`src/rtl/itrs_pkg.sv`:
```
// Shared types, constants and the digit-to-ASCII mapping for the radix string unit.
package itrs_pkg;

  // Fixed field widths
  localparam int unsigned VALUE_W = 64;
  localparam int unsigned RADIX_W = 6;
  localparam int unsigned DIGIT_W = 6;
  localparam int unsigned CHAR_W  = 7;

  // Defaults for the top-level parameters
  localparam int unsigned VALUE_BITS_DEF = 64;
  localparam int unsigned MAX_DIGITS_DEF = 64;

  // Dividend bits consumed per divider cycle
  localparam int unsigned STEP_BITS = 8;

  // Radix limits and reset value
  localparam logic [RADIX_W-1:0] RADIX_MIN   = 6'd2;
  localparam logic [RADIX_W-1:0] RADIX_MAX   = 6'd62;
  localparam logic [RADIX_W-1:0] RADIX_RESET = 6'd10;

  // ASCII anchors
  localparam logic [CHAR_W-1:0] CHAR_ZERO  = 7'h30;
  localparam logic [CHAR_W-1:0] CHAR_UPPER = 7'h41;
  localparam logic [CHAR_W-1:0] CHAR_LOWER = 7'h61;
  localparam logic [DIGIT_W-1:0] DIGIT_UPPER_FIRST = 6'd10;
  localparam logic [DIGIT_W-1:0] DIGIT_LOWER_FIRST = 6'd36;

  // Sequencer states
  typedef enum logic [1:0] {
    S_IDLE,
    S_DIV,
    S_READ
  } state_e;

  // Divider control from the sequencer
  typedef struct packed {
    logic start;  // begin a new digit pass
    logic load;   // take the input value rather than the held quotient
  } div_ctrl_t;

  // Divider status back to the sequencer
  typedef struct packed {
    logic done;       // remainder valid this cycle
    logic quot_zero;  // quotient after this pass is zero
  } div_stat_t;

  // Digit value to ASCII character
  function automatic logic [CHAR_W-1:0] digit_to_char(input logic [DIGIT_W-1:0] d);
    logic [CHAR_W-1:0] c;
    if (d < DIGIT_UPPER_FIRST) begin
      c = CHAR_ZERO + CHAR_W'(d);
    end else if (d < DIGIT_LOWER_FIRST) begin
      c = CHAR_UPPER + CHAR_W'(d - DIGIT_UPPER_FIRST);
    end else begin
      c = CHAR_LOWER + CHAR_W'(d - DIGIT_LOWER_FIRST);
    end
    return c;
  endfunction

endpackage

```
`src/rtl/integer_to_radix_string_unit.sv`:
```
// Top level: unsigned integer to ASCII digit string in a configurable radix.
//
// Input channel: value_i with in_valid_i / in_stall_o; a word is taken when valid
// is high and stall is low. Only the low VALUE_BITS bits of the value are used.
// Output channel: one word per digit (digit_char_o, last_digit_o), most significant
// first, with out_valid_o / out_stall_i. last_digit_o marks the final digit.
// Zero gives the single digit '0'; at most MAX_DIGITS low digits are produced.
// Configuration: cfg_radix_i is written on cfg_valid_i (cfg_ready_o is always high);
// the user must write it only while the unit is idle; the unit does not enforce this.
// Radix 0 or 1 acts as 2, radix 63 as 62.
// Timing: one item at a time. Each digit comes from the iterative divider,
// which handles 8 dividend bits a cycle. The digits are then read back from
// the digit store through its registered read data and the output register.
// The next item is taken once the last digit has been read from the store,
// while that digit may still wait in the output register.
// Reset returns the radix to 10 and empties the pipeline; the store needs no clearing.
// A stall on the output holds the current word and pauses the read-back.
module integer_to_radix_string_unit #(
  parameter int unsigned VALUE_BITS = itrs_pkg::VALUE_BITS_DEF,
  parameter int unsigned MAX_DIGITS = itrs_pkg::MAX_DIGITS_DEF
) (
  input  logic                          clk_i,
  input  logic                          rst_ni,
  // configuration
  input  logic                          cfg_valid_i,
  output logic                          cfg_ready_o,
  input  logic [itrs_pkg::RADIX_W-1:0]  cfg_radix_i,
  // input words
  input  logic                          in_valid_i,
  output logic                          in_stall_o,
  input  logic [itrs_pkg::VALUE_W-1:0]  value_i,
  // output words
  output logic                          out_valid_o,
  input  logic                          out_stall_i,
  output logic [itrs_pkg::CHAR_W-1:0]   digit_char_o,
  output logic                          last_digit_o
);
  import itrs_pkg::*;

  localparam int unsigned PAD_W  = ((VALUE_BITS + STEP_BITS - 1) / STEP_BITS) * STEP_BITS;
  localparam int unsigned CNT_W  = $clog2(MAX_DIGITS + 1);
  localparam int unsigned ADDR_W = $clog2(MAX_DIGITS);

  state_e               state_q, state_d;
  logic [RADIX_W-1:0]   radix_q;
  logic [RADIX_W-1:0]   radix_eff;
  logic [CNT_W-1:0]     count_q, count_d, count_inc;
  logic [ADDR_W-1:0]    rd_idx_q, rd_idx_d;
  logic [CNT_W-1:0]     rd_left_q, rd_left_d;
  logic                 rd_pend_q, rd_last_q;
  logic                 rd_issue, rd_last;
  logic                 out_valid_q, out_last_q;
  logic [CHAR_W-1:0]    out_char_q;
  logic                 out_take;
  logic                 in_take;
  logic [PAD_W-1:0]     value_pad;
  div_ctrl_t            div_ctrl;
  div_stat_t            div_stat;
  logic [DIGIT_W-1:0]   div_digit;
  logic                 mem_we;
  logic [DIGIT_W-1:0]   mem_rdata;

  // Radix register and clamping
  always_ff @(posedge clk_i or negedge rst_ni) begin
    if (!rst_ni) begin
      radix_q <= RADIX_RESET;
    end else if (cfg_valid_i) begin
      radix_q <= cfg_radix_i;
    end
  end

  assign cfg_ready_o = 1'b1;
  assign radix_eff   = (radix_q < RADIX_MIN) ? RADIX_MIN :
                       (radix_q > RADIX_MAX) ? RADIX_MAX : radix_q;

  assign value_pad = PAD_W'(value_i[VALUE_BITS-1:0]);
  assign in_stall_o = (state_q != S_IDLE);
  assign in_take    = in_valid_i && (state_q == S_IDLE);
  assign out_take   = out_valid_q && !out_stall_i;
  assign count_inc  = count_q + CNT_W'(1);
  assign rd_last    = (rd_left_q == CNT_W'(1));

  // Sequencer: next state and controls
  always_comb begin
    state_d       = state_q;
    count_d       = count_q;
    rd_idx_d      = rd_idx_q;
    rd_left_d     = rd_left_q;
    div_ctrl      = '0;
    mem_we        = 1'b0;
    rd_issue      = 1'b0;
    case (state_q)
      S_IDLE: begin
        if (in_valid_i) begin
          div_ctrl.start = 1'b1;
          div_ctrl.load  = 1'b1;
          count_d        = '0;
          state_d        = S_DIV;
        end
      end
      S_DIV: begin
        if (div_stat.done) begin
          mem_we  = 1'b1;
          count_d = count_inc;
          if (!div_stat.quot_zero && (count_inc < CNT_W'(MAX_DIGITS))) begin
            div_ctrl.start = 1'b1;
          end else begin
            rd_idx_d  = count_q[ADDR_W-1:0];
            rd_left_d = count_inc;
            state_d   = S_READ;
          end
        end
      end
      S_READ: begin
        if (!rd_pend_q && (!out_valid_q || out_take)) begin
          rd_issue  = 1'b1;
          rd_idx_d  = rd_idx_q - ADDR_W'(1);
          rd_left_d = rd_left_q - CNT_W'(1);
          if (rd_last) begin
            state_d = S_IDLE;
          end
        end
      end
      default: begin
        state_d = S_IDLE;
      end
    endcase
  end

  // Sequencer registers
  always_ff @(posedge clk_i or negedge rst_ni) begin
    if (!rst_ni) begin
      state_q   <= S_IDLE;
      count_q   <= '0;
      rd_idx_q  <= '0;
      rd_left_q <= '0;
      rd_pend_q <= 1'b0;
      rd_last_q <= 1'b0;
    end else begin
      state_q   <= state_d;
      count_q   <= count_d;
      rd_idx_q  <= rd_idx_d;
      rd_left_q <= rd_left_d;
      rd_pend_q <= rd_issue;
      if (rd_issue) begin
        rd_last_q <= rd_last;
      end
    end
  end

  // Output register, loaded as read data lands
  always_ff @(posedge clk_i or negedge rst_ni) begin
    if (!rst_ni) begin
      out_valid_q <= 1'b0;
    end else if (rd_pend_q) begin
      out_valid_q <= 1'b1;
    end else if (out_take) begin
      out_valid_q <= 1'b0;
    end
  end

  always_ff @(posedge clk_i) begin
    if (rd_pend_q) begin
      out_char_q <= digit_to_char(mem_rdata);
      out_last_q <= rd_last_q;
    end
  end

  assign out_valid_o  = out_valid_q;
  assign digit_char_o = out_char_q;
  assign last_digit_o = out_last_q;

  itrs_divider #(
    .PAD_W (PAD_W)
  ) u_divider (
    .clk_i   (clk_i),
    .rst_ni  (rst_ni),
    .ctrl_i  (div_ctrl),
    .value_i (value_pad),
    .radix_i (radix_eff),
    .stat_o  (div_stat),
    .digit_o (div_digit)
  );

  itrs_digit_mem #(
    .DEPTH  (MAX_DIGITS),
    .ADDR_W (ADDR_W)
  ) u_digit_mem (
    .clk_i   (clk_i),
    .we_i    (mem_we),
    .waddr_i (count_q[ADDR_W-1:0]),
    .wdata_i (div_digit),
    .re_i    (rd_issue),
    .raddr_i (rd_idx_q),
    .rdata_o (mem_rdata)
  );

  // A read issued in the cycle before always lands in the output register
  a_read_lands: assert property (@(posedge clk_i) disable iff (!rst_ni)
    rd_pend_q |=> out_valid_q)
    else $error("read data did not reach the output register");

  // No read may be in flight once a division run is under way
  a_div_no_read: assert property (@(posedge clk_i) disable iff (!rst_ni)
    (state_q == S_DIV) |-> !rd_pend_q)
    else $error("read in flight during division");

  // Digit writes stay inside the store
  a_write_in_range: assert property (@(posedge clk_i) disable iff (!rst_ni)
    mem_we |-> (count_q < CNT_W'(MAX_DIGITS)))
    else $error("digit write beyond store depth");

  // Read-back always has digits left to fetch
  a_read_left: assert property (@(posedge clk_i) disable iff (!rst_ni)
    (state_q == S_READ) |-> (rd_left_q != '0))
    else $error("read-back with no digits left");

  // The divider reports a digit only during division
  a_div_done_state: assert property (@(posedge clk_i) disable iff (!rst_ni)
    div_stat.done |-> (state_q == S_DIV))
    else $error("divider finished outside division");

  // Input is taken only when the unit is idle, and a taken input starts a run with the count cleared
  a_take_idle: assert property (@(posedge clk_i) disable iff (!rst_ni)
    in_take |=> (state_q == S_DIV) && (count_q == '0))
    else $error("input taken without starting a run");

endmodule

```
`src/rtl/itrs_divider.sv`:
```
// Iterative divider: divides the loaded value or the held quotient by the radix, STEP_BITS bits per cycle.
module itrs_divider #(
  parameter int unsigned PAD_W = 64
) (
  input  logic                          clk_i,
  input  logic                          rst_ni,
  input  itrs_pkg::div_ctrl_t           ctrl_i,
  input  logic [PAD_W-1:0]              value_i,
  input  logic [itrs_pkg::RADIX_W-1:0]  radix_i,
  output itrs_pkg::div_stat_t           stat_o,
  output logic [itrs_pkg::DIGIT_W-1:0]  digit_o
);
  import itrs_pkg::*;

  localparam int unsigned CHUNKS  = PAD_W / STEP_BITS;
  localparam int unsigned CHUNK_W = (CHUNKS > 1) ? $clog2(CHUNKS) : 1;

  logic [PAD_W-1:0]     acc_q, acc_d;
  logic [DIGIT_W-1:0]   rem_q, rem_d;
  logic [CHUNK_W-1:0]   chunk_q;
  logic                 busy_q;
  logic [STEP_BITS-1:0] qbits;
  logic [DIGIT_W:0]     trial;
  logic                 last_chunk;

  // Restoring division over one chunk of dividend bits
  always_comb begin
    rem_d = rem_q;
    qbits = '0;
    trial = '0;
    for (int i = 0; i < STEP_BITS; i++) begin
      trial = {rem_d, acc_q[PAD_W-1-i]};
      if (trial >= {1'b0, radix_i}) begin
        trial = trial - {1'b0, radix_i};
        qbits[STEP_BITS-1-i] = 1'b1;
      end
      rem_d = trial[DIGIT_W-1:0];
    end
    acc_d = (acc_q << STEP_BITS) | PAD_W'(qbits);
  end

  assign last_chunk     = busy_q && (chunk_q == CHUNK_W'(CHUNKS - 1));
  assign stat_o.done      = last_chunk;
  assign stat_o.quot_zero = (acc_d == '0);
  assign digit_o          = rem_d;

  // Control state
  always_ff @(posedge clk_i or negedge rst_ni) begin
    if (!rst_ni) begin
      busy_q  <= 1'b0;
      chunk_q <= '0;
    end else if (ctrl_i.start) begin
      busy_q  <= 1'b1;
      chunk_q <= '0;
    end else if (busy_q) begin
      busy_q  <= !last_chunk;
      chunk_q <= chunk_q + CHUNK_W'(1);
    end
  end

  // Dividend / quotient and partial remainder
  always_ff @(posedge clk_i) begin
    if (ctrl_i.start && ctrl_i.load) begin
      acc_q <= value_i;
    end else if (busy_q) begin
      acc_q <= acc_d;
    end
    if (ctrl_i.start) begin
      rem_q <= '0;
    end else if (busy_q) begin
      rem_q <= rem_d;
    end
  end

endmodule

```
`src/rtl/itrs_digit_mem.sv`:
```
// Digit store: one write port, one read port with registered read data.
module itrs_digit_mem #(
  parameter int unsigned DEPTH  = 64,
  parameter int unsigned ADDR_W = 6
) (
  input  logic                          clk_i,
  input  logic                          we_i,
  input  logic [ADDR_W-1:0]             waddr_i,
  input  logic [itrs_pkg::DIGIT_W-1:0]  wdata_i,
  input  logic                          re_i,
  input  logic [ADDR_W-1:0]             raddr_i,
  output logic [itrs_pkg::DIGIT_W-1:0]  rdata_o
);
  import itrs_pkg::*;

  logic [DIGIT_W-1:0] mem_q [DEPTH];
  logic [DIGIT_W-1:0] rdata_q;

  always_ff @(posedge clk_i) begin
    if (we_i) begin
      mem_q[waddr_i] <= wdata_i;
    end
  end

  always_ff @(posedge clk_i) begin
    if (re_i) begin
      rdata_q <= mem_q[raddr_i];
    end
  end

  assign rdata_o = rdata_q;

endmodule

```
`config.mk`:
```
export PLATFORM = sky130hd
export DESIGN_NAME = integer_to_radix_string_unit
export DESIGN_NICKNAME = d
export VERILOG_FILES = /design/src/rtl/itrs_pkg.sv /design/src/rtl/integer_to_radix_string_unit.sv /design/src/rtl/itrs_divider.sv /design/src/rtl/itrs_digit_mem.sv
export SDC_FILE = /design/constraint.sdc
export NUM_CORES = 1
export LEC_CHECK = 0
export CAP_MARGIN = 20
export CELL_PAD_IN_SITES_DETAIL_PLACEMENT = 2
export CELL_PAD_IN_SITES_GLOBAL_PLACEMENT = 2
export CORE_MARGIN = 3
export CORE_UTILIZATION = 41
export DETAILED_ROUTE_END_ITERATION = 10
export DONT_BUFFER_PORTS = 1
export GPL_ROUTABILITY_DRIVEN = 1
export MAX_ROUTING_LAYER = met4
export PLACE_DENSITY = 0.78
export SETUP_SLACK_MARGIN = 0.3
export SLEW_MARGIN = 30
export SYNTH_ARGS = -nofsm -noshare
export SYNTH_HDL_FRONTEND = slang
export SYNTH_SLANG_ARGS = --single-unit
export TNS_END_PERCENT = 20
```
`constraint.sdc`:
```
create_clock -name clk_i -period 18.6 [get_ports clk_i]
set_input_delay 0.93 -clock clk_i [delete_from_list [all_inputs] [get_ports clk_i]]
set_output_delay 0.93 -clock clk_i [all_outputs]
set_load 0.05 [all_outputs]
```
==> flow_metrics.tcl, run 1 <==
set metrics [dict create \
    ys_types 77 \
    min_path_type "in2async" \
    fin_crit_ns 16.85 \
    worst_path_max_delay_cell "dfstp_2" \
    setup_tns_ns 0 \
    setup_viol 0 \
    gp_congestion 0.844 \
    clockRootBuffer "clkbuf_16" \
    crit_type "reg2reg" \
    finClkSkew_ns 0.0433 \
    slew_headroom 0.365 \
    grt_max_degree 70 \
    clk_latency_ns 0.62 \
    drc_errors 0 \
    cts_buffers 53 \
    die_area_sq_um 60300 \
    grt_pass1_wl_um 109000 \
    crit_path_start_kind "flop" \
    layout.nets 1925 \
    routed_wl_um 71800 \
    post_drt_wl_per_cell_um 27.8 \
    min_period_over_period 0.906 \
    cts_max_level 2 \
    io_pins 86 \
    syn_inst 1787 \
    clockBufferDepth 3 \
    synth_fp_nets 1930 \
    grt_usage 0.247 \
    finalMaxSlewViolations 0 \
    hpwl_um 47200 \
    ys.flop_type "edfxtp_1" \
    syn_area_sq_um 23500 \
    chipHeight_um 246 \
    yosysSeqAreaShare 0.632 \
    max_freq_mhz 59.3 \
    antenna_left 0 \
    async_reset_ff_frac 0.0696 \
    avgSynthCellArea_sq_um 13.2 \
    cts_tree "done" \
    die_width_um 246 \
    synthTopCellsByArea "edfxtp_1 59%, mux2i_1 4.9%, mux4_2 4.6%" \
    overflow 0 \
    crit_path_end_kind "flop" \
    vias 15000 \
    clk_pin_slew_ns 0.06 \
    critPathTopFamily "compound AO/OA/AOI/OAI gates" \
    yosysTopAreaCellShare 0.590 \
    drive_above_1_share 0.128 \
    io_buffers 0 \
    firstDrtPassIters 8 \
    clkSinkCount 503 \
    yosys.area.top_type "edfxtp_1" \
    drt-initial-drc-count 1030 \
    worstMarginPinSlew_ns 0.952 \
    drv_cap 0 \
    critPathArrivalTime_ns 17.34 \
    synth_edf_count 462 \
    crit_required_ns 19.09 \
    first_global_vias 17100 \
    antenna_found_initial 1 \
    status "finished, final reports clean" \
    syn2layout_area_growth_pct 11.3 \
    ys_ff_latch 503 \
    vias_per_cell 5.82 \
    nFillCells 5497 \
    yosysWarnings 0 \
    rsz0062_at_grt "no" \
    path_buf_inv 6 \
    start_util 0.416 \
    slowest_delay_ns 0.53 \
    coreArea_sq_um 56600 \
    crit_fanout 13 \
    hold_violations 0 \
    placementRows 87 \
]
-- worst reg2reg max path, delay by kind of cell (launching register included) --
kind                     cells  cell delay (ns)
buffers and inverters        6             0.68
AND/OR/NAND/NOR             22             3.85
AO/OA/AOI/OAI               41             8.55
adder cells (fa/ha/maj)      8             2.30
flip-flops                   1             0.53
multiplexers                 3             0.81
-- cells in the mapped netlist, drive strengths merged (3+ instances only) --
master  instances
edfxtp        462
nand2         214
nor2          195
mux2i         116
a21oi          90
o21ai          71
clkbuf         69
ha             60
inv            53
mux4           48
o221ai         34
dfrtp          33
o22ai          29
nand3          25
xnor2          21
buf            19
nor3           18
nor4           18
mux2           17
a21o           16
nand2b         16
a211oi         15
xor2           14
nor2b          13
or2            12
fa              8
nand4           8
o21a            8
a31oi           7
and2            7
a21boi          6
dfxtp           6
o211ai          6
o22a            6
nand3b          4
or3             4
a22oi           3
and3            3
and4            3
or3b            3
or4             3
-- sequential cells by signal, indices dropped and copies added (netlist names), 2 cells and up --
name,cells
rd_left_q,7
u_divider.chunk_q,3
u_digit_mem.rdata_o,6
rd_idx_q,6
state_q,2
u_digit_mem.mem_q,384
count_q,7
digit_char_o,7
u_divider.acc_q,64
u_divider.rem_q,6
radix_q,6
-- cells in the final DEF (no fill, tap or decap), types with 8 or more instances in the layout --
| cell type | count |
|---|---|
| a21oi_1 | 85 |
| clkbuf_16 | 55 |
| mux4_2 | 48 |
| mux2i_1 | 110 |
| clkinv_1 | 11 |
| nor4_1 | 18 |
| or2_2 | 11 |
| dfrtp_1 | 30 |
| buf_4 | 25 |
| fa_1 | 8 |
| ha_1 | 60 |
| clkbuf_1 | 14 |
| inv_1 | 48 |
| edfxtp_1 | 462 |
| nand4_1 | 8 |
| nand2b_1 | 14 |
| clkinv_2 | 12 |
| a211oi_1 | 12 |
| a21o_1 | 15 |
| nand3_1 | 24 |
| nor3_1 | 18 |
| xor2_1 | 14 |
| o21ai_0 | 62 |
| o22ai_1 | 29 |
| o221ai_1 | 33 |
| nand2_1 | 213 |
| nor2_1 | 193 |
| xnor2_1 | 21 |
| mux2_2 | 16 |
| nor2b_1 | 11 |
-- path summary, 6_finish.rpt --
kind                                  start            endpoint  slack (ns)  cells past startpoint
worst max-delay path             radix_q[3]  u_divider.rem_q[0]        1.75                     80
worst min-delay path                 rst_ni         out_valid_o        0.15                      1
worst max register to register   radix_q[3]  u_divider.rem_q[0]        1.75                     80
worst min register to register    rd_last_q        last_digit_o        0.46                      0
max in group asynchronous            rst_ni         rd_idx_q[1]       18.22                      1
min in group clk_i              cfg_valid_i          radix_q[3]        0.41                      1
-- logic make-up after synthesis --
family          share of synthesized area
flops                               0.632
simple gates                        0.102
fa+ha+maj                          0.0387
xor+xnor                           0.0130
compound gates                     0.0868
other cells                      0.000159
buf+inv                            0.0232
mux                                 0.104
-- layer usage --
metal,wire (um),up-vias,global-route usage
met5,0,-,-
met1,28700,7838,0.295
li1,-,6709,-
met3,2570,125,0.0299
met2,38400,348,0.442
met4,2080,0,0.0693
-- metrics by stage --
stage	util	hold WS [ns]	setup WS, ns	std cells	instance area [sq um]
CTS	0.460	0.133	0.223	2580	26000
detailed placement	0.430	0.453	0.289	2481	24400
finish	0.463	0.154	1.75	2582	26200
global placement	0.430	0.444	1.11	2481	24300
global route	0.463	0.142	0.297	2582	26200
floorplan	-	0.425	0.426	1787	23500
-- layout make-up --
type | count | area, sq um | area share
clock inverters | 29 | 235 | 0.00898
inverters | 53 | 240 | 0.00917
flip-flops and latches | 503 | 14900 | 0.568
clock buffers | 69 | 1430 | 0.0546
multi-input cells | 1143 | 8220 | 0.314
diodes | 1 | 2.50 | 0.0000956
repair buffers | 28 | 230 | 0.00879
well taps | 756 | 946 | 0.0361
-- timing repair --
action | in CTS | in global routing
hold buffers | 1 | 0
buffers inserted | 0 | 1
gates resized for setup | 1 | 35
endpoints found under the hold margin | 33 | 0
cloned | 0 | 0
setup endpoints to repair | 47 | 410
pin swaps | 0 | 2
Power of run 1 is not shown: default switching activity piles up to over one toggle a cycle in this logic, so the estimate is an artifact.
==> run 2, diff against run 1 <==
--- a/config.mk
+++ b/config.mk
@@ -5,11 +5,12 @@
 export SDC_FILE = /design/constraint.sdc
 export NUM_CORES = 1
 export LEC_CHECK = 0
+export ABC_CLOCK_PERIOD_IN_PS = 18600
 export CAP_MARGIN = 20
 export CELL_PAD_IN_SITES_DETAIL_PLACEMENT = 2
 export CELL_PAD_IN_SITES_GLOBAL_PLACEMENT = 2
 export CORE_MARGIN = 3
-export CORE_UTILIZATION = 41
+export CORE_UTILIZATION = 43
 export DETAILED_ROUTE_END_ITERATION = 10
 export DONT_BUFFER_PORTS = 1
 export GPL_ROUTABILITY_DRIVEN = 1
@@ -19,5 +20,6 @@
 export SLEW_MARGIN = 30
 export SYNTH_ARGS = -nofsm -noshare
 export SYNTH_HDL_FRONTEND = slang
+export SYNTH_HIERARCHICAL = 1
 export SYNTH_SLANG_ARGS = --single-unit
 export TNS_END_PERCENT = 20
==> run 2 against run 1 <==
Global-route usage shrank 0.12 points. Worst setup slack lost 0.32 ns. Critical endpoint is now u_digit_mem/mem_q[25][3]. Register-to-register slack lost 0.32 ns. Clock skew shrank 0.013 ns. Via count shrank 5.9%. Non-clock buffer count grew 12. Sequential share of layout area shrank 0.27 points.
==> flow_metrics.tcl, run 2 <==
set metrics [dict create \
    path_buf_inv 10 \
    critPathArrivalTime_ns 17.55 \
    post_drt_wl_per_cell_um 29.5 \
    setup_viol 0 \
    clockRootBuffer "clkbuf_16" \
    drc_errors 0 \
    finalMaxSlewViolations 0 \
    first_global_vias 15500 \
    status "finished, final reports clean" \
    clk_latency_ns 0.61 \
    crit_path_start_kind "flop" \
    largest_register "u_digit_mem/mem_q" \
    cts_max_level 2 \
    overflow 0 \
    drv_cap 0 \
    layout_common_cells "462 x edfxtp_1, 113 x nor2_1, 87 x mux4_2" \
    syn_area_sq_um 23600 \
    fin_hold_ws_ns 0.147 \
    synth_edf_count 462 \
    async_reset_ff_frac 0.0696 \
    reg_top3 "u_digit_mem/mem_q: 384 flops, u_divider/acc_q: 64 flops" \
    seqCellArea_sq_um 14900 \
    io_buffers 0 \
    min_path_type "in2async" \
    syn2layout_area_growth_pct 11.3 \
    finClkSkew_ns 0.0303 \
    yosys.area.top_type "edfxtp_1" \
    antenna_left 0 \
    dpl.cell_count 2199 \
    r2r_slack_ns 1.43 \
    vias 14100 \
    r2r_start "radix_q[5]" \
    cts_tree "done" \
    rsz0062_at_grt "yes" \
    routed_wl_um 68200 \
    r2r-end "u_digit_mem/mem_q[25][3]" \
    clkSinkCount 503 \
    grt_pass1_wl_um 103000 \
    cp_common_cell "ha_1" \
    firstDrtPassIters 6 \
    max_freq_mhz 58.2 \
    multiInputGateArea_sq_um 8330 \
    slew_headroom 0.398 \
    ys_ff_latch 503 \
    crit_cells 73 \
    fin_crit_ns 17.17 \
    critPathCapture "u_digit_mem/mem_q[25][3]" \
    synthTopCellsByArea "edfxtp_1 59%, mux4_2 8.3%, mux2_2 3.9%" \
    cts_buffers 53 \
    drt-initial-drc-count 983 \
    io_pins 86 \
    crit_required_ns 18.98 \
    postLayoutCellArea_sq_um 26300 \
    fin_util 0.486 \
    grt_usage 0.246 \
    ys.flop_type "edfxtp_1" \
    dpl_cell_area_sq_um 24400 \
    vias_per_cell 6.11 \
    die_width_um 241 \
    r2r_cells 73 \
    min_period_over_period 0.923 \
    chipHeight_um 241 \
    gp_congestion 0.886 \
    yosysWarnings 6 \
    coreArea_sq_um 54100 \
    yosysSeqAreaShare 0.629 \
    largest_reg_flops 384 \
    synth_common_cells "462 x edfxtp_1, 115 x nor2_1, 87 x mux4_2" \
    avgSynthCellArea_sq_um 15.3 \
    ys_types 99 \
    layoutNonFillerInstCount 2314 \
    worst_path_max_delay_cell "nor2b_1" \
    critPathTopFamily "compound AO/OA/AOI/OAI gates" \
    grt_max_degree 66 \
    synth_fp_nets 1686 \
    worstMarginPinSlew_ns 0.903 \
    start_util 0.437 \
    hpwl_um 45800 \
    clockBufferDepth 3 \
    crit_type "reg2reg" \
    slowest_delay_ns 0.47 \
    crit_start "radix_q[5]" \
    placementRows 85 \
    crit_path_end_kind "flop" \
    drive_above_1_share 0.220 \
    nFillCells 5009 \
    die_area_sq_um 57800 \
    final_common_cell "edfxtp_1" \
    yosysTopAreaCellShare 0.587 \
    clk_pin_slew_ns 0.06 \
    antenna_found_initial 7 \
    hold_violations 0 \
    layout.nets 1713 \
    syn_inst 1543 \
    yosysMostFrequentCell "edfxtp_1" \
    crit_fanout 24 \
]
[run 2: cell types whose count changed after synthesis, sizes merged, moves of 13 or more]
cell	before	now
mux2	17	84
buf	19	37
nand2	214	62
a21oi	90	61
o21ai	71	58
o221ai	34	12
mux2i	116	38
clkbuf	69	32
nor2	195	115
mux4	48	93
[run 2: cells by family (layout without fill, tap and decap cells)]
logic type / Yosys count / in the layout / share of synthesized area
multiplexers: 215 / 215 / 0.147
flip-flops: 503 / 503 / 0.629
other: 1 / 8 / 0.000159
AO/OA/AOI/OAI: 253 / 253 / 0.0761
XOR/XNOR: 34 / 34 / 0.0126
adder cells (fa/ha/maj): 68 / 68 / 0.0385
AND/OR/NAND/NOR: 337 / 338 / 0.0703
buffers and inverters: 132 / 199 / 0.0269
[run 2: final cells by class]
cell class / instances / share of cell area
flip-flops and latches: 503 / 0.565
repair buffers: 40 / 0.0133
clock inverters: 19 / 0.00670
well taps: 696 / 0.0331
clock buffers: 77 / 0.0554
multi-input cells: 909 / 0.316
inverters: 63 / 0.00899
diodes: 7 / 0.000666
[run 2: worst min path at each step]
stage | from | endpoint | slack, ns | cells past startpoint
floorplan | rd_last_q | last_digit_o | 0.42 | 0
global placement | rd_last_q | last_digit_o | 0.46 | 0
detailed placement | rd_last_q | last_digit_o | 0.47 | 0
CTS | rst_ni | count_q[6] | 0.13 | 1
global route | rst_ni | rd_left_q[6] | 0.13 | 1
finish | rst_ni | state_q[1] | 0.15 | 1
[run 2: layer usage]
| layer | GRT usage | part of all wire | routed length (um) | vias up |
|---|---|---|---|---|
| met5 | - | 0 | 0 | - |
| met4 | 0.0772 | 0.033 | 2250 | 0 |
| met3 | 0.0423 | 0.050 | 3440 | 124 |
| met2 | 0.411 | 0.50 | 34300 | 402 |
| met1 | 0.307 | 0.41 | 28200 | 7491 |
| li1 | - | - | - | 6118 |
[run 2: what timing repair did]
| action | in CTS | in global routing |
|---|---|---|
| cloned | 0 | 1 |
| pin swaps | 1 | 4 |
| hold buffers | 2 | 0 |
| setup buffers | 2 | 6 |
| setup endpoints to repair | 163 | 535 |
| endpoints found under the hold margin | 30 | 0 |
| resized for setup | 6 | 24 |
[run 2: per-stage QoR]
| step | setup slack, ns | setup TNS [ns] |
|---|---|---|
| after floorplan | 0.688 | 0 |
| after global placement | 0.442 | 0 |
| after detailed placement | -0.240 | -4.31 |
| after CTS | 0.436 | 0 |
| after global routing | 0.149 | 0 |
| final | 1.43 | 0 |
Power of run 2 is left out for the same reason.
